--- config.mk ---
export PLATFORM = sky130hd
export DESIGN_NAME = hci_event_completion_matcher
export DESIGN_NICKNAME = d
export VERILOG_FILES = /design/src/rtl/core/hecm_pkg.sv /design/src/rtl/core/hci_event_completion_matcher.sv
export SDC_FILE = /design/constraint.sdc
export NUM_CORES = 1
export LEC_CHECK = 0
export BUFFER_PORTS_ARGS = -buffer_cell sky130_fd_sc_hd__buf_4
export CORE_MARGIN = 2
export CORE_UTILIZATION = 58
export CTS_CLUSTER_DIAMETER = 100
export DETAILED_ROUTE_END_ITERATION = 16
export PLACE_DENSITY = 0.83
export SLEW_MARGIN = 25
export SYNTH_ARGS = -nofsm -noshare
export SYNTH_HDL_FRONTEND = slang
export SYNTH_SLANG_ARGS = --single-unit
--- constraint.sdc ---
create_clock -name clk -period 4.38 [get_ports clk]
set_input_delay 0.876 -clock clk [delete_from_list [all_inputs] [get_ports clk]]
set_output_delay 0.876 -clock clk [all_outputs]
set_load 0.02 [all_outputs]
--- src/rtl/core/hecm_pkg.sv ---
// Shared types and constants for the HCI event completion matcher.
// Holds payload structs, request/outcome/register codes and the deframer phase type.
// No dependencies.
`default_nettype none

package hecm_pkg;

  // H4 framing and event codes
  localparam logic [7:0] H4_EVENT_IND     = 8'h04;
  localparam logic [7:0] EVT_CMD_COMPLETE = 8'h0e;
  localparam logic [7:0] EVT_CMD_STATUS   = 8'h0f;

  // Events that may be skipped before the wait fails
  localparam int unsigned MAX_SKIPPED = 16;
  localparam int unsigned SKIP_W      = $clog2(MAX_SKIPPED + 1);

  // Smallest parameter length that can carry opcode and status
  localparam logic [7:0] MIN_MATCH_LEN = 8'd4;

  // Request types
  localparam logic [1:0] REQ_START = 2'd0;
  localparam logic [1:0] REQ_BYTE  = 2'd1;
  localparam logic [1:0] REQ_TICK  = 2'd2;

  // Outcome codes
  localparam logic [2:0] OUT_COMPLETE_OK  = 3'd0;
  localparam logic [2:0] OUT_STATUS_OK    = 3'd1;
  localparam logic [2:0] OUT_RESTART_OK   = 3'd2;
  localparam logic [2:0] OUT_COMPLETE_ERR = 3'd3;
  localparam logic [2:0] OUT_STATUS_ERR   = 3'd4;
  localparam logic [2:0] OUT_TIMEOUT      = 3'd5;
  localparam logic [2:0] OUT_BAD_IND      = 3'd6;
  localparam logic [2:0] OUT_TOO_MANY     = 3'd7;

  // Configuration register indexes
  localparam int unsigned CFG_INDEX_W = 2;
  localparam int unsigned CFG_DATA_W  = 16;
  localparam logic [CFG_INDEX_W-1:0] CFG_AWAITED_OPCODE  = 2'd0;
  localparam logic [CFG_INDEX_W-1:0] CFG_RESTART_MODE    = 2'd1;
  localparam logic [CFG_INDEX_W-1:0] CFG_TIMEOUT_NORMAL  = 2'd2;
  localparam logic [CFG_INDEX_W-1:0] CFG_TIMEOUT_RESTART = 2'd3;

  // Register reset values
  localparam logic [15:0] RST_AWAITED_OPCODE  = 16'h0c03;
  localparam logic [15:0] RST_TIMEOUT_NORMAL  = 16'd2000;
  localparam logic [15:0] RST_TIMEOUT_RESTART = 16'd7000;

  typedef enum logic [2:0] {
    PH_IDLE  = 3'd0,
    PH_IND   = 3'd1,
    PH_CODE  = 3'd2,
    PH_LEN   = 3'd3,
    PH_PARAM = 3'd4
  } phase_t;

  typedef struct packed {
    logic [1:0] req_type;
    logic [7:0] rx_byte;
  } req_t;

  typedef struct packed {
    logic [2:0] outcome;
    logic [7:0] status_byte;
    logic       success;
  } result_t;

endpackage : hecm_pkg

`default_nettype wire

--- src/rtl/core/hci_event_completion_matcher.sv ---
// Top level of the HCI event completion matcher: deframer, matcher and result register.
// Depends on hecm_pkg.
`default_nettype none

// Watches received H4 bytes after a command is sent and reports the event
// that completes the awaited opcode. Each transaction on the input channel is
// a start, a received byte or a millisecond tick. A start (re)arms the wait;
// bytes and ticks seen while not waiting are dropped, as is request type 3.
// Bytes are deframed as indicator 0x04, event code, length and parameters;
// the first four parameters are held. Command Complete (0x0e) matches on
// parameters 1..2 and reports parameter 3 as status; Command Status (0x0f)
// matches on parameters 2..3 and reports parameter 0. Any other event is
// skipped, and sixteen skipped events end the wait with "too many events".
// A tick that finds the idle count already at the allowed gap ends the wait
// with a timeout, and a first byte other than 0x04 ends it with a bad
// indicator; in restart mode both of those report "restart accepted" as a
// success and the restart timeout applies. At most one result transaction
// follows an input transaction, and only when a wait ends.
// Rate: one input transaction per clock while input stall is low. Each transaction is
// handled in the cycle it is accepted and its result lands in the output
// register at that edge, so a result shows in the cycle after its input. The
// output register is the only thing that holds the input back: input stall
// is raised while a result sits in it and the output side stalls.
// Configuration registers are written through cfg_we/cfg_index/cfg_data and
// take effect with the next input transaction.
module hci_event_completion_matcher (
  input  wire                                 clk,
  input  wire                                 rst,
  // input channel
  input  wire                                 in_valid,
  output logic                                in_stall,
  input  wire hecm_pkg::req_t                 in_data,
  // result channel
  output logic                                out_valid,
  input  wire                                 out_stall,
  output hecm_pkg::result_t                   out_data,
  // configuration write port
  input  wire                                 cfg_we,
  input  wire [hecm_pkg::CFG_INDEX_W-1:0]     cfg_index,
  input  wire [hecm_pkg::CFG_DATA_W-1:0]      cfg_data
);

  // Configuration registers
  logic [15:0] awaited_opcode;
  logic        restart_mode;
  logic [15:0] timeout_normal;
  logic [15:0] timeout_restart;

  // Wait and deframer state
  hecm_pkg::phase_t             phase, phase_next;
  logic [7:0]                   event_code, event_code_next;
  logic [7:0]                   param_length, param_length_next;
  logic [7:0]                   param_index, param_index_next;
  logic [3:0][7:0]              first_params, first_params_next;
  logic [15:0]                  idle_ticks, idle_ticks_next;
  logic [hecm_pkg::SKIP_W-1:0]  skipped_events, skipped_events_next;

  // Result produced by the current transaction
  logic              res_valid;
  hecm_pkg::result_t res;

  logic        in_accept;
  logic [15:0] gap_limit;
  logic        ev_done;
  logic [7:0]  ev_len;
  logic [hecm_pkg::SKIP_W-1:0] skip_inc;

  // Take a new transaction unless a result is parked and the output side stalls.
  assign in_stall  = out_valid & out_stall;
  assign in_accept = in_valid & ~in_stall;
  assign gap_limit = restart_mode ? timeout_restart : timeout_normal;
  assign skip_inc  = skipped_events + hecm_pkg::SKIP_W'(1);

  // Configuration writes
  always_ff @(posedge clk) begin
    if (rst) begin
      awaited_opcode  <= hecm_pkg::RST_AWAITED_OPCODE;
      restart_mode    <= 1'b0;
      timeout_normal  <= hecm_pkg::RST_TIMEOUT_NORMAL;
      timeout_restart <= hecm_pkg::RST_TIMEOUT_RESTART;
    end else if (cfg_we) begin
      unique case (cfg_index)
        hecm_pkg::CFG_AWAITED_OPCODE:  awaited_opcode  <= cfg_data;
        hecm_pkg::CFG_RESTART_MODE:    restart_mode    <= cfg_data[0];
        hecm_pkg::CFG_TIMEOUT_NORMAL:  timeout_normal  <= cfg_data;
        hecm_pkg::CFG_TIMEOUT_RESTART: timeout_restart <= cfg_data;
        default: ;
      endcase
    end
  end

  // Next state and result for the accepted transaction
  always_comb begin
    phase_next          = phase;
    event_code_next     = event_code;
    param_length_next   = param_length;
    param_index_next    = param_index;
    first_params_next   = first_params;
    idle_ticks_next     = idle_ticks;
    skipped_events_next = skipped_events;
    res_valid           = 1'b0;
    res                 = '0;
    ev_done             = 1'b0;
    ev_len              = param_length;

    if (in_accept) begin
      if (in_data.req_type == hecm_pkg::REQ_START) begin
        // Arm a fresh wait; drop any partial event.
        phase_next          = hecm_pkg::PH_IND;
        event_code_next     = '0;
        param_length_next   = '0;
        param_index_next    = '0;
        first_params_next   = '0;
        idle_ticks_next     = '0;
        skipped_events_next = '0;
      end else if (phase != hecm_pkg::PH_IDLE &&
                   in_data.req_type == hecm_pkg::REQ_TICK) begin
        if (idle_ticks >= gap_limit) begin
          res_valid       = 1'b1;
          res.outcome     = restart_mode ? hecm_pkg::OUT_RESTART_OK : hecm_pkg::OUT_TIMEOUT;
          res.success     = restart_mode;
          phase_next      = hecm_pkg::PH_IDLE;
        end else begin
          idle_ticks_next = idle_ticks + 16'd1;
        end
      end else if (phase != hecm_pkg::PH_IDLE &&
                   in_data.req_type == hecm_pkg::REQ_BYTE) begin
        idle_ticks_next = '0;
        unique case (phase)
          hecm_pkg::PH_IND: begin
            if (in_data.rx_byte != hecm_pkg::H4_EVENT_IND) begin
              res_valid   = 1'b1;
              res.outcome = restart_mode ? hecm_pkg::OUT_RESTART_OK : hecm_pkg::OUT_BAD_IND;
              res.success = restart_mode;
              phase_next  = hecm_pkg::PH_IDLE;
            end else begin
              phase_next  = hecm_pkg::PH_CODE;
            end
          end
          hecm_pkg::PH_CODE: begin
            event_code_next = in_data.rx_byte;
            phase_next      = hecm_pkg::PH_LEN;
          end
          hecm_pkg::PH_LEN: begin
            param_length_next = in_data.rx_byte;
            param_index_next  = '0;
            ev_len            = in_data.rx_byte;
            if (in_data.rx_byte == 8'd0) begin
              ev_done    = 1'b1;
            end else begin
              phase_next = hecm_pkg::PH_PARAM;
            end
          end
          hecm_pkg::PH_PARAM: begin
            // Keep the first four parameters only.
            if (param_index < 8'd4) begin
              first_params_next[param_index[1:0]] = in_data.rx_byte;
            end
            param_index_next = param_index + 8'd1;
            if (param_index_next >= param_length) begin
              ev_done = 1'b1;
            end
          end
          default: ;
        endcase
      end
    end

    // End of one event: match on the opcode, else skip it.
    if (ev_done) begin
      if (event_code == hecm_pkg::EVT_CMD_COMPLETE && ev_len >= hecm_pkg::MIN_MATCH_LEN &&
          first_params_next[1] == awaited_opcode[7:0] &&
          first_params_next[2] == awaited_opcode[15:8]) begin
        res_valid       = 1'b1;
        res.status_byte = first_params_next[3];
        res.success     = (first_params_next[3] == 8'd0);
        res.outcome     = res.success ? hecm_pkg::OUT_COMPLETE_OK : hecm_pkg::OUT_COMPLETE_ERR;
        phase_next      = hecm_pkg::PH_IDLE;
      end else if (event_code == hecm_pkg::EVT_CMD_STATUS &&
                   ev_len >= hecm_pkg::MIN_MATCH_LEN &&
                   first_params_next[2] == awaited_opcode[7:0] &&
                   first_params_next[3] == awaited_opcode[15:8]) begin
        res_valid       = 1'b1;
        res.status_byte = first_params_next[0];
        res.success     = (first_params_next[0] == 8'd0);
        res.outcome     = res.success ? hecm_pkg::OUT_STATUS_OK : hecm_pkg::OUT_STATUS_ERR;
        phase_next      = hecm_pkg::PH_IDLE;
      end else begin
        skipped_events_next = skip_inc;
        if (skip_inc >= hecm_pkg::SKIP_W'(hecm_pkg::MAX_SKIPPED)) begin
          res_valid   = 1'b1;
          res.outcome = hecm_pkg::OUT_TOO_MANY;
          phase_next  = hecm_pkg::PH_IDLE;
        end else begin
          phase_next        = hecm_pkg::PH_IND;
          param_index_next  = '0;
          first_params_next = '0;
        end
      end
    end
  end

  // State registers
  always_ff @(posedge clk) begin
    if (rst) begin
      phase          <= hecm_pkg::PH_IDLE;
      event_code     <= '0;
      param_length   <= '0;
      param_index    <= '0;
      first_params   <= '0;
      idle_ticks     <= '0;
      skipped_events <= '0;
    end else begin
      phase          <= phase_next;
      event_code     <= event_code_next;
      param_length   <= param_length_next;
      param_index    <= param_index_next;
      first_params   <= first_params_next;
      idle_ticks     <= idle_ticks_next;
      skipped_events <= skipped_events_next;
    end
  end

  // Output register: load a new result, drop one once taken, hold while stalled.
  always_ff @(posedge clk) begin
    if (rst) begin
      out_valid <= 1'b0;
    end else if (res_valid) begin
      out_valid <= 1'b1;
    end else if (~out_stall) begin
      out_valid <= 1'b0;
    end
  end

  always_ff @(posedge clk) begin
    if (res_valid) begin
      out_data <= res;
    end
  end

endmodule : hci_event_completion_matcher

`default_nettype wire

# Word-level counts from Yosys, hierarchy flattened
# Cells that the tools add are included.
[op_classes] addsub=3 n_lt_le_gt_ge=7 n_eq_ne=21 n_mux=97 bitwise_logic=3 n_reduce_logical=28
[ops] op="2-to-1 mux 32 bit" n=10
[ops] op="2-to-1 mux 8 bit" n=19
[ops] op="2-to-1 mux 16 bit" n=5
[ops] op="2-to-1 mux 3 bit" n=19
[ops] op="bitwise mux 32 bit" n=1
[ops] op="== test 8 bit" n=4
[ops] op="2-to-1 mux 1 bit" n=29
[ops] op="2-to-1 mux 5 bit" n=5
[ops] op="logical NOT 8 bit" n=3
[ops] op="2-to-1 mux 12 bit" n=2
[ops] op="adder 16 x 1 -> 16 bit, second input constant" n=1
[ops] op="demux 8 bit (select 2 bit)" n=1
[ops] op="== test 8 x 4 -> 1 bit, second input constant" n=2
[ops] op=">= comparator 16 bit" n=1
[ops] op="case mux 8 bit (2 select lines)" n=1
[ops] op="logical AND 1 bit" n=9
[ops] op="2-to-1 mux 9 bit" n=1
[ops] op="case mux 3 bit (3 select lines)" n=1
[ops] op="adder 8 x 1 -> 8 bit, second input constant" n=1
[ops] op=">= comparator 8 x 3 -> 1 bit, second input constant" n=1
[ops] op=">= comparator 8 bit" n=1
[ops] op="less-than comparator 8 x 3 -> 1 bit, second input constant" n=1
[ops] op="inequality test 8 x 3 -> 1 bit, second input constant" n=1
[ops] op="AND reduction 2 bit" n=4
[ops] op="other kinds (26)" n=36
[word_totals] ff_bits=142 inputBits=33 output_inout_bits=14 elab_cells=177

# Logic depth before layout (Yosys ltp)
# Gate-level depths: netlist of run 1.
[logic_depth] depth_word=18 depth_mapped=15 mapped_depth_nobuf=13

# Worst setup path before layout of run 1
# OpenSTA, ideal clock, no wires.
[synth_path] path_type="input -> register" from="input in_valid" to="register out_data[0] (netlist name) (enable)" setup_time_ns=0.350 arrival_time_ns=3.561 t_required_ns=4.030 setup_slack_ns=0.469 path_stages=10 path_buffers=1 path_cell_list="a21bo_2 clkbuf_1 nor2_1 a31oi_1 a32oi_1 a2111o_1 nor4_4 and3_1 o31ai_1 nand2_1"
[synth_via] elab_chain_cells=9 elab_cells_between_ends=20 classes_between="1 x order compare; 4 x eq/ne; 8 x mux; 1 x bitwise; 6 x reduce/logical"
[synth_rtl] item="from (decl)" line_no="hci_event_completion_matcher.sv:30" source="input wire in_valid,"
[synth_rtl] item="bitwise AND 1 bit (*)" line_no="hci_event_completion_matcher.sv:70" source="assign in_accept = in_valid & ~in_stall;"
[synth_rtl] item="2-to-1 mux 8 bit" line_no="hci_event_completion_matcher.sv:106" source="if (in_accept) begin"
[synth_rtl] item=">= comparator 8 x 3 -> 1 bit" line_no="hci_event_completion_matcher.sv:171, hci_event_completion_matcher.sv:180"
[synth_rtl] item="logical AND 1 bit" line_no="hci_event_completion_matcher.sv:179" source="end else if (event_code == hecm_pkg::EVT_CMD_STATUS &&"
[synth_rtl] item="logical AND 1 bit" line_no="hci_event_completion_matcher.sv:180" source="ev_len >= hecm_pkg::MIN_MATCH_LEN &&"
[synth_rtl] item="logical AND 1 bit" line_no="hci_event_completion_matcher.sv:181" source="first_params_next[2] == awaited_opcode[7:0] &&"
[synth_rtl] item="2-to-1 mux 1 bit" line_no="hci_event_completion_matcher.sv:179"
[synth_rtl] item="2-to-1 mux 1 bit" line_no="hci_event_completion_matcher.sv:171" source="if (event_code == hecm_pkg::EVT_CMD_COMPLETE && ev_len >= hecm_pkg::MIN_MATCH_LEN &&"
[synth_rtl] item="2-to-1 mux 1 bit (*)" line_no="hci_event_completion_matcher.sv:170" source="if (ev_done) begin"
[synth_rtl] item="net res_valid" line_no="hci_event_completion_matcher.sv:59" source="logic res_valid;"
[synth_rtl] item="to (signal assigned)" line_no="hci_event_completion_matcher.sv:237" source="out_data <= res;"
[synth_rtl] item="to (decl)" line_no="hci_event_completion_matcher.sv:36" source="output hecm_pkg::result_t out_data,"
# The timed path passes the listed nets; every way through them passes the cells marked *.
# A chain may end at the register's enable or synchronous reset.

# Worst setup path after layout of run 1
[layout_path] from="register param_index[0]" to="register param_index[1]"
[layout_via] elab_chain_cells=17 elab_cells_between_ends=38 classes_between="1 x add/sub; 4 x order compare; 4 x eq/ne; 24 x mux; 5 x reduce/logical"
[layout_rtl] item="from (decl)" line_no="hci_event_completion_matcher.sv:53" source="logic [7:0] param_index, param_index_next;"
[layout_rtl] item="from (signal assigned)" line_no="hci_event_completion_matcher.sv:217" source="param_index <= param_index_next;"
[layout_rtl] item="less-than comparator 2 x 3 -> 1 bit (not written as such) / >= comparator 2 x 1 -> 1 bit (equally long branches)" line_no="hci_event_completion_matcher.sv:157" source="first_params_next[param_index[1:0]] = in_data.rx_byte;"
[layout_rtl] item="logical AND 1 bit (not written as such)" line_no="hci_event_completion_matcher.sv:157"
[layout_rtl] item="2-to-1 mux 8 bit (not written as such)" line_no="hci_event_completion_matcher.sv:157"
[layout_rtl] item="demux 8 bit (select 2 bit)" line_no="hci_event_completion_matcher.sv:157"
[layout_rtl] item="bitwise mux 32 bit" line_no="hci_event_completion_matcher.sv:157"
[layout_rtl] item="2-to-1 mux 32 bit" line_no="hci_event_completion_matcher.sv:156" source="if (param_index < 8'd4) begin"
[layout_rtl] item="2-to-1 mux 32 bit" line_no="hci_event_completion_matcher.sv:129" source="unique case (phase)"
[layout_rtl] item="2-to-1 mux 32 bit" line_no="hci_event_completion_matcher.sv:126" source="end else if (phase != hecm_pkg::PH_IDLE &&"
[layout_rtl] item="2-to-1 mux 32 bit" line_no="hci_event_completion_matcher.sv:116" source="end else if (phase != hecm_pkg::PH_IDLE &&"
[layout_rtl] item="2-to-1 mux 32 bit" line_no="hci_event_completion_matcher.sv:107" source="if (in_data.req_type == hecm_pkg::REQ_START) begin"
[layout_rtl] item="2-to-1 mux 32 bit" line_no="hci_event_completion_matcher.sv:106"
[layout_rtl] item="== test 8 bit" line_no="hci_event_completion_matcher.sv:181"
[layout_rtl] item="logical AND 1 bit" line_no="hci_event_completion_matcher.sv:180"
[layout_rtl] item="logical AND 1 bit" line_no="hci_event_completion_matcher.sv:181"
[layout_rtl] item="2-to-1 mux 8 bit" line_no="hci_event_completion_matcher.sv:179"
[layout_rtl] item="2-to-1 mux 8 bit" line_no="hci_event_completion_matcher.sv:171"
[layout_rtl] item="2-to-1 mux 8 bit (*)" line_no="hci_event_completion_matcher.sv:170"
# Mark *: on every way between the ends. The rest lies on a longest branch, timed or not.

==> results of run 1 <==
worst max-delay path by stage:
stage	from	to	slack [ps]	cells past startpoint
final	param_index[0]	param_index[1]	350	10
after global routing	param_index[0]	out_data[4]	210	11
after CTS	param_index[0]	param_index[1]	410	10
after detailed placement	in_data[9]	param_index[1]	270	11
after global placement	in_data[9]	param_index[1]	300	11
after floorplan	in_valid	out_data[0]	470	10
power groups by stage:
stage | registers (mW) | logic, mW | clock network (mW)
after floorplan | 1.36 | 0.146 | 0
after global placement | 1.37 | 0.240 | 0
after detailed placement | 1.37 | 0.240 | 0
after CTS | 1.34 | 0.244 | 1.47
after global routing | 1.35 | 0.266 | 1.52
final | 1.35 | 0.251 | 1.47
per-stage QoR:
stage	util (%)	hold WS, ps
after floorplan	-	431
after global placement	63.6	441
after detailed placement	63.6	447
after CTS	67.8	456
after global routing	67.8	475
final	67.8	455
per-layer routing:
metal / share of wire (%) / routed length (um) / global-route usage (%) / vias to the layer above
met2: 44 / 12200 / 53.5 / 510
met5: 0 / 0 / 0 / -
met3: 9.8 / 2730 / 7.60 / 100
li1: - / - / - / 3964
met4: 5.8 / 1640 / 19.2 / 0
met1: 41 / 11400 / 47.5 / 3979
Yosys cell counts, types with 7 or more instances:
cell,instances,area (sq um)
a31oi_1,10,62.6
and3_1,17,106
or3_1,7,43.8
ha_1,30,375
xor2_1,8,70.1
o22ai_1,16,100
a21o_1,13,97.6
dfxtp_1,130,2600
xnor2_1,9,78.8
nand2b_1,13,81.3
o21ai_0,33,165
nand3_1,49,245
nand2_1,154,578
and2_1,26,163
o2111ai_1,7,61.3
nor3_1,12,60.1
nand4_1,30,188
a211oi_1,11,82.6
nor2b_1,20,125
inv_1,44,165
a22oi_1,13,97.6
nor4_1,10,62.6
nor2_1,81,304
edfxtp_1,12,360
mux2i_1,32,320
a22o_1,8,70.1
clkbuf_1,52,195
a21oi_1,73,365
final cells by class:
cell class                 count  area, sq um  area share, %
inverter                      44          165           1.68
timing repair buffer          87          678           6.91
sequential                   142         2960           30.2
tap                          184          230           2.35
clock buffer                  21          503           5.12
clock inverter                11         92.6          0.943
multi-input combinational    815         5180           52.8
flip-flops by register name, summed over array words and instances, names as in the netlist:
name / flops
awaited_opcode: 16
param_index: 8
event_code: 8
timeout_restart: 16
timeout_normal: 16
out_valid: 1
first_params: 32
idle_ticks: 16
out_data: 12
skipped_events: 5
param_length: 8
restart_mode: 1
phase: 3
tightest hold or removal path, delay by kind of cell (launching register included):
| kind | cells | cell delay (ps) |
|---|---|---|
| AND/OR/NAND/NOR | 1 | 50 |
| AO/OA/AOI/OAI | 1 | 50 |
| flip-flops | 1 | 310 |
cells by family after synthesis:
logic type | synth area share, %
and+or+nand+nor | 28.0
muxes | 4.51
AOI/OAI and AO/OA | 21.5
xor gates and xnor gates | 1.73
adders and majority gates | 4.49
DFF | 34.5
buffers and inverters | 5.34
==> impl_metrics.json, run 1 <==
{
  "synthArstFlopShare_pct": 0,
  "synthFlopType": "dfxtp_1",
  "cpPeakStageDelay_ps": 630,
  "root_buffer": "clkbuf_16",
  "worst_pin_slew_ps": 794,
  "holdPathEnd": "timeout_normal[13]",
  "antenna_found_initial": 0,
  "power_density_nw_per_um2": 312,
  "holdCritPathClass": "flip-flop to flip-flop",
  "clockPowerShare_pct": 47.9,
  "wl_per_cell_um": 21.5,
  "rows": 44,
  "synth_edf_count": 12,
  "num_vias": 8553,
  "grt_first_pass_wirelength_um": 44000,
  "die_h_um": 126,
  "cts_tree": "done",
  "worstSetupPathType": "flip-flop to flip-flop",
  "drtIter0Drc": 807,
  "crit_fanout": 12,
  "grt_pass1_vias": 7986,
  "synth-seq-area-share_pct": 34.5,
  "reg2reg_slack_ps": 350,
  "skew_ps": 10.5,
  "endpoint_kind": "flip-flop",
  "die_area_sq_um": 15800,
  "tns_ps": 0,
  "p_sw_share_pct": 26.6,
  "h-tree-depth": 4,
  "hold_violations": 0,
  "ir_worst_vdd_uv": 268,
  "path_clk_slew_ps": 60,
  "p_seq_share_pct": 43.9,
  "io_pins": 47,
  "cp.buffers_inverters": 0,
  "slowest_stage": "or4_1",
  "layout_commonest_cell": "nand2_1",
  "nFillCells": 1226,
  "placed_area_sq_um": 9220,
  "intPower_mw": 2.25,
  "final_nets": 1170,
  "min_from": "timeout_normal[13]",
  "dp_hpwl_um": 20200,
  "required_ps": 4740,
  "track_usage_pct": 35.4,
  "final_area_sq_um": 9820,
  "hold_buffers": 0,
  "crit_chain": "ha_1, and3b_1, nand4_1, o211ai_1, o21ai_1, or4_1, nor4_4, a31oi_2, a211oi_4, nor3b_2",
  "finalPower_mw": 3.06,
  "die_w_um": 126,
  "area_growth_pct": 14.3,
  "status": "finished clean",
  "initial_core_util_pct": 59.3,
  "rsz0062_at_grt": "false",
  "grt_start_max_net_pins": 62,
  "slew_violations": 0,
  "crit_family": "simple AND/OR/NAND/NOR gates",
  "ys_ff_latch": 142,
  "portBuffers": 46,
  "setup_viol": 0,
  "route.detailed.drc": 0,
  "fin_crit_sh_pct": 92.0,
  "avgSynthCellArea_sq_um": 8.02,
  "synthDistinctLibCells": 87,
  "drt_pre_antenna_iters": 5,
  "routed_via_density": 6.56,
  "rr_endpoint": "param_index[1]",
  "antennaDiodeCount": 0,
  "postCtsSetupBuffers": 0,
  "cp-start-kind": "flip-flop",
  "clock.fmax_mhz": 248,
  "dp.cells": 1272,
  "dp_slack_ps": 271,
  "syn_area_sq_um": 8590,
  "drive_above_1_share_pct": 14.5,
  "core_area_sq_um": 14500,
  "relSlewSlack_pct": 47.0,
  "worstRegToRegCells": 10,
  "ys_warn_count": 0,
  "numCtsBuffers": 17,
  "ant_nets": 0,
  "ctsResizeCount": 0,
  "routed_wl_um": 28000,
  "cp_data_arrival_time_ps": 4390,
  "finalNonFillerCells": 1304,
  "switchingPower_uw": 814,
  "synth.net_count": 1134,
  "drv_cap": 0,
  "cts.path.max_buffers": 2,
  "worst_slack_ps": 352,
  "clk_latency_ps": 430,
  "gp_congestion": 1.09,
  "clock-sinks": 142,
  "r2r_start": "param_index[0]",
  "synthCells": 1071,
  "p_leak_nw": 3.82,
  "layout_min_cycle_time_ps": 4030,
  "hold_depth": 2,
  "final_cell_mix": "nand2_1 (154), dfxtp_1 (130), buf_4 (85)",
  "comb_power_share_pct": 8.2,
  "grt_overflow": 0
}
No activity file was read; power rests on OpenSTA's default activity.
==> run 2: changes to the inputs <==
--- a/config.mk
+++ b/config.mk
@@ -6,6 +6,7 @@
 export NUM_CORES = 1
 export LEC_CHECK = 0
 export BUFFER_PORTS_ARGS = -buffer_cell sky130_fd_sc_hd__buf_4
+export CAP_MARGIN = 40
 export CORE_MARGIN = 2
 export CORE_UTILIZATION = 58
 export CTS_CLUSTER_DIAMETER = 100
==> constraint.sdc (replaced) <==
create_clock -name clk -period 4.38 [get_ports clk]
set_input_delay 0.876 -clock clk [delete_from_list [all_inputs] [get_ports clk]]
set_output_delay 0.876 -clock clk [all_outputs]
set_load 0.05 [all_outputs]
==> run 2 against run 1 <==
Net effect:
- fmax down 0.37%
- via count up 0.43%
- clock power about the same
- global-route usage up 0.23 points
- setup slack worse by 15 ps
- design area about the same
- largest cell class unchanged
- sequential share of layout area about the same
- sequential power about the same
- wire length up 0.91%
- register-to-register slack about the same
==> impl_metrics.json, run 2 (synthesis results as in run 1) <==
{
  "status": "finished clean",
  "required_ps": 4740,
  "ir_worst_vdd_uv": 321,
  "portBuffers": 46,
  "intPower_mw": 2.23,
  "clk_latency_ps": 430,
  "clock-sinks": 142,
  "endpoint_kind": "flip-flop",
  "area.sequential_sq_um": 2960,
  "ant_nets": 0,
  "crit_family": "simple AND/OR/NAND/NOR gates",
  "num_vias": 8590,
  "worstSetupPathType": "flip-flop to flip-flop",
  "slew_violations": 0,
  "antennaDiodeCount": 0,
  "numCtsBuffers": 17,
  "worst_slack_ps": 337,
  "cp_data_arrival_time_ps": 4400,
  "path_clk_slew_ps": 70,
  "switchingPower_uw": 821,
  "slowest_stage": "or4_1",
  "drv_cap": 0,
  "setup_viol": 0,
  "cts_tree": "done",
  "dp_hpwl_um": 20500,
  "wl_met2_um": 12300,
  "hold_buffers": 0,
  "worst_pin_slew_ps": 768,
  "cpPeakStageDelay_ps": 630,
  "tns_ps": 0,
  "antenna_found_initial": 0,
  "regMostFlops": "first_params",
  "finalPower_mw": 3.05,
  "dr_wl_met3_um": 2720,
  "clockPowerShare_pct": 47.6,
  "core_area_sq_um": 14500,
  "dp_slack_ps": 287,
  "final_cell_mix": "nand2_1 (154), dfxtp_1 (130), buf_4 (85)",
  "grt_pass1_vias": 8250,
  "layout_min_cycle_time_ps": 4040,
  "grt_overflow": 0,
  "cp-start-kind": "flip-flop",
  "die_w_um": 126,
  "p_sw_share_pct": 26.9,
  "initial_core_util_pct": 59.3,
  "p_seq_share_pct": 44.2,
  "grt_start_max_net_pins": 62,
  "routed_via_density": 6.58,
  "rows": 44,
  "area_growth_pct": 14.2,
  "rr_endpoint": "param_index[1]",
  "drt-met1-wl_um": 11500,
  "largest_register_ff_count": 32,
  "top_layer": "met4",
  "drive_above_1_share_pct": 14.6,
  "min_from": "timeout_normal[13]",
  "nFillCells": 1237,
  "holdCritPathClass": "flip-flop to flip-flop",
  "gp_congestion": 1.09,
  "p_leak_nw": 3.82,
  "skew_ps": 14.4,
  "rsz0062_at_grt": "false",
  "die_h_um": 126,
  "grt_first_pass_wirelength_um": 44200,
  "reg2reg_slack_ps": 340,
  "crit_chain": "ha_1, and3b_1, nand4_1, o211ai_1, o21ai_1, or4_1, nor4_4, a31oi_2, a211oi_4, nor3b_2",
  "relSlewSlack_pct": 48.3,
  "track_usage_pct": 35.7,
  "die_area_sq_um": 15800,
  "power_density_nw_per_um2": 311,
  "worstRegToRegCells": 10,
  "fin_crit_sh_pct": 92.3,
  "routed_wl_um": 28200,
  "multi_input_area_sq_um": 5180,
  "drt_pre_antenna_iters": 8,
  "io_pins": 47,
  "r2r_start": "param_index[0]",
  "crit_fanout": 12,
  "postCtsSetupBuffers": 0,
  "final_util_pct": 67.8,
  "route.detailed.drc": 0,
  "clock.fmax_mhz": 247,
  "drtIter0Drc": 836,
  "final_nets": 1172,
  "comb_power_share_pct": 8.3,
  "h-tree-depth": 4,
  "holdPathEnd": "timeout_normal[13]",
  "hold_violations": 0,
  "hold_depth": 2,
  "cts.path.max_buffers": 2,
  "root_buffer": "clkbuf_16",
  "layout_commonest_cell": "nand2_1",
  "wl_per_cell_um": 21.6,
  "cp.buffers_inverters": 0,
  "ctsResizeCount": 0
}
run 2: changes by cell type in the layout (fill, tap and decap cells not counted):
cell	change
inv_6	+1
bufinv_16	+1
clkinv_2	-1
clkbuf_16	-2
clkinv_4	+1
buf_6	+1
nor3b_4	-1
clkbuf_4	+1
clkbuf_8	-1
nor3b_2	+1
inv_4	+1
run 2: worst max-delay path by stage:
stage                   startpoint               end  slack (ps)  depth (start not counted)
floorplan                 in_valid       out_data[0]         470                         10
global placement        in_data[9]    param_index[1]         300                         11
detailed placement      in_data[9]       out_data[3]         290                         12
CTS                 param_index[0]    param_index[1]         410                         10
global route        param_index[0]  first_params[18]         190                         11
finish              param_index[0]    param_index[1]         340                         10
run 2: layer usage:
layer	up-vias	GRT usage, %
li1	3950	-
met2	479	54.1
met1	4056	46.5
met4	0	20.8
met5	-	0
met3	105	8.45
run 2: final cells by class:
type,instances,area share [%]
multi-input cells,815,52.8
flip-flops and latches,142,30.2
well taps,184,2.35
repair buffers,89,7.10
inverters,44,1.68
clock buffers,18,4.47
clock inverters,14,1.44
run 2: worst reg2reg max path, cell delays in order, from the launching register on:
cell and delay (ps):
dfxtp_1 490, ha_1 510, and3b_1 230, nand4_1 290, o211ai_1 360, o21ai_1 100
or4_1 630, nor4_4 400, a31oi_2 290, a211oi_4 460, nor3b_2 230
run 2: stage by stage:
step           cells  instance area, sq um  hold WS [ps]
4_1_cts         1305                  9810           457
5_1_grt         1306                  9810           473
2_1_floorplan   1071                  8590           431
3_5_place_dp    1273                  9230           447
6_report        1306                  9810           454
3_3_place_gp    1272                  9220           441
run 2: power by group through the flow:
stage	clock network [mW]	logic [mW]	registers, mW
after CTS	1.46	0.244	1.34
after detailed placement	0	0.242	1.37
after floorplan	0	0.146	1.36
final	1.45	0.252	1.35
after global placement	0	0.240	1.37
after global routing	1.51	0.266	1.35
==> run 3: changes to the inputs <==
--- a/config.mk
+++ b/config.mk
@@ -9,6 +9,7 @@
 export CAP_MARGIN = 40
 export CORE_MARGIN = 2
 export CORE_UTILIZATION = 58
+export CTS_BUF_LIST = sky130_fd_sc_hd__clkbuf_8
 export CTS_CLUSTER_DIAMETER = 100
 export DETAILED_ROUTE_END_ITERATION = 16
 export PLACE_DENSITY = 0.83
==> run 3 against run 2 <==
Net effect:
- sequential share of layout area is 0.60 points higher
- clock-buffer cell count did not move
- wire length decreased by 1.3%
- via count is 0.70% lower
- sequential power about the same
- setup slack got worse by 51 ps
- critical path depth stayed put
==> impl_metrics.json, run 3 (synthesis results as in run 1) <==
{
  "power_density_nw_per_um2": 277,
  "root_buffer": "clkbuf_8",
  "tns_ps": 0,
  "num_vias": 8530,
  "final_nets": 1172,
  "drv_cap": 0,
  "cts.path.max_buffers": 2,
  "status": "finished clean",
  "r2r_start": "param_index[0]",
  "clockPowerShare_pct": 40.1,
  "skew_ps": 20.4,
  "regMostFlops": "first_params",
  "relSlewSlack_pct": 47.0,
  "drive_above_1_share_pct": 14.6,
  "grt_first_pass_wirelength_um": 43800,
  "layout_min_cycle_time_ps": 4090,
  "cp_data_arrival_time_ps": 4500,
  "reg2reg_slack_ps": 290,
  "final_cell_mix": "nand2_1 (154), dfxtp_1 (130), buf_4 (85)",
  "wl_per_cell_um": 21.3,
  "rr_endpoint": "param_index[1]",
  "required_ps": 4780,
  "path_clk_slew_ps": 80,
  "antennaDiodeCount": 0,
  "gp_congestion": 1.09,
  "h-tree-depth": 4,
  "grt_overflow": 0,
  "fin_crit_sh_pct": 93.5,
  "worstSetupPathType": "flip-flop to flip-flop",
  "worst_slack_ps": 287,
  "route.detailed.drc": 0,
  "grt_start_max_net_pins": 62,
  "setup_viol": 0,
  "die_w_um": 126,
  "dp.cells": 1273,
  "io_pins": 47,
  "routed_wl_um": 27900,
  "core_area_sq_um": 14500,
  "hold_violations": 0,
  "endpoint_kind": "flip-flop",
  "p_seq_share_pct": 50.5,
  "largest_register_ff_count": 32,
  "cp-start-kind": "flip-flop",
  "area_growth_pct": 12.0,
  "rsz0062_at_grt": "false",
  "grt_pass1_vias": 8073,
  "drtIter0Drc": 720,
  "worstRegToRegCells": 10,
  "worst_pin_slew_ps": 794,
  "holdPathEnd": "first_params[11]",
  "die_area_sq_um": 15800,
  "clock-sinks": 142,
  "clk_latency_ps": 480,
  "p_sw_share_pct": 28.9,
  "crit_fanout": 12,
  "numCtsBuffers": 17,
  "hold_buffers": 0,
  "dp_hpwl_um": 20500,
  "cpPeakStageDelay_ps": 620,
  "hold_depth": 2,
  "postCtsSetupBuffers": 0,
  "cts_tree": "done",
  "rows": 44,
  "fin_hold_ws_ps": 457,
  "slowest_stage": "or4_1",
  "portBuffers": 46,
  "track_usage_pct": 35.4,
  "crit_chain": "ha_1, and3b_1, nand4_1, o211ai_1, o21ai_1, or4_1, nor4_4, a31oi_2, a211oi_4, nor3b_2",
  "slew_violations": 0,
  "comb_power_share_pct": 9.4,
  "clock.fmax_mhz": 244,
  "min_from": "first_params[11]",
  "die_h_um": 126,
  "intPower_mw": 1.89,
  "finalNonFillerCells": 1306,
  "drt_pre_antenna_iters": 5,
  "initial_core_util_pct": 59.3,
  "routed_via_density": 6.53,
  "switchingPower_uw": 771,
  "antenna_found_initial": 0,
  "ir_worst_vdd_uv": 245,
  "holdCritPathClass": "flip-flop to flip-flop",
  "p_leak_nw": 3.73,
  "ant_nets": 0,
  "layout_commonest_cell": "nand2_1",
  "ctsResizeCount": 0,
  "dp_slack_ps": 287
}
-- run 3: stage by stage --
stage               utilization (%)  power, mW  cell area, sq um
floorplan                         -       1.51              8590
global placement               63.6       1.61              9220
detailed placement             63.7       1.62              9230
CTS                            66.4       2.66              9620
global route                   66.5       2.75              9620
finish                         66.5       2.66              9620
-- run 3: power by group through the flow --
stage / clock [mW] / combinational, mW / sequential (mW)
detailed placement: 0 / 0.242 / 1.37
global placement: 0 / 0.240 / 1.37
floorplan: 0 / 0.146 / 1.36
global route: 1.14 / 0.265 / 1.35
finish: 1.07 / 0.251 / 1.34
CTS: 1.08 / 0.243 / 1.34
-- run 3: area by class of cell --
type                            instances  area, sq um
Clock buffer                           18          248
Clock inverter                         14          141
Fill cell                            1274         4860
Inverter                               44          165
Multi-Input combinational cell        815         5180
Sequential cell                       142         2960
Tap cell                              184          230
Timing Repair Buffer                   89          697
-- run 3: how the worst max path moves through the flow --
stage / startpoint / endpoint
final: param_index[0] / param_index[1]
after CTS: param_index[0] / param_index[1]
after global placement: in_data[9] / param_index[1]
after global routing: param_index[0] / param_index[1]
after detailed placement: in_data[9] / out_data[3]
after floorplan: in_valid / out_data[0]
-- run 3: metal layers --
layer	share of wire [%]	GRT usage, %
met1	42	46.7
met2	44	53.8
met3	9.2	8.03
met4	5.6	19.9
met5	0	0
-- run 3: worst max-delay path: cells and delay by family (launching register included) --
family                   cells  cell delay (ps)
flip-flops                   1              490
AND/OR/NAND/NOR              5             1790
adder cells (fa/ha/maj)      1              520
AO/OA/AOI/OAI                4             1210
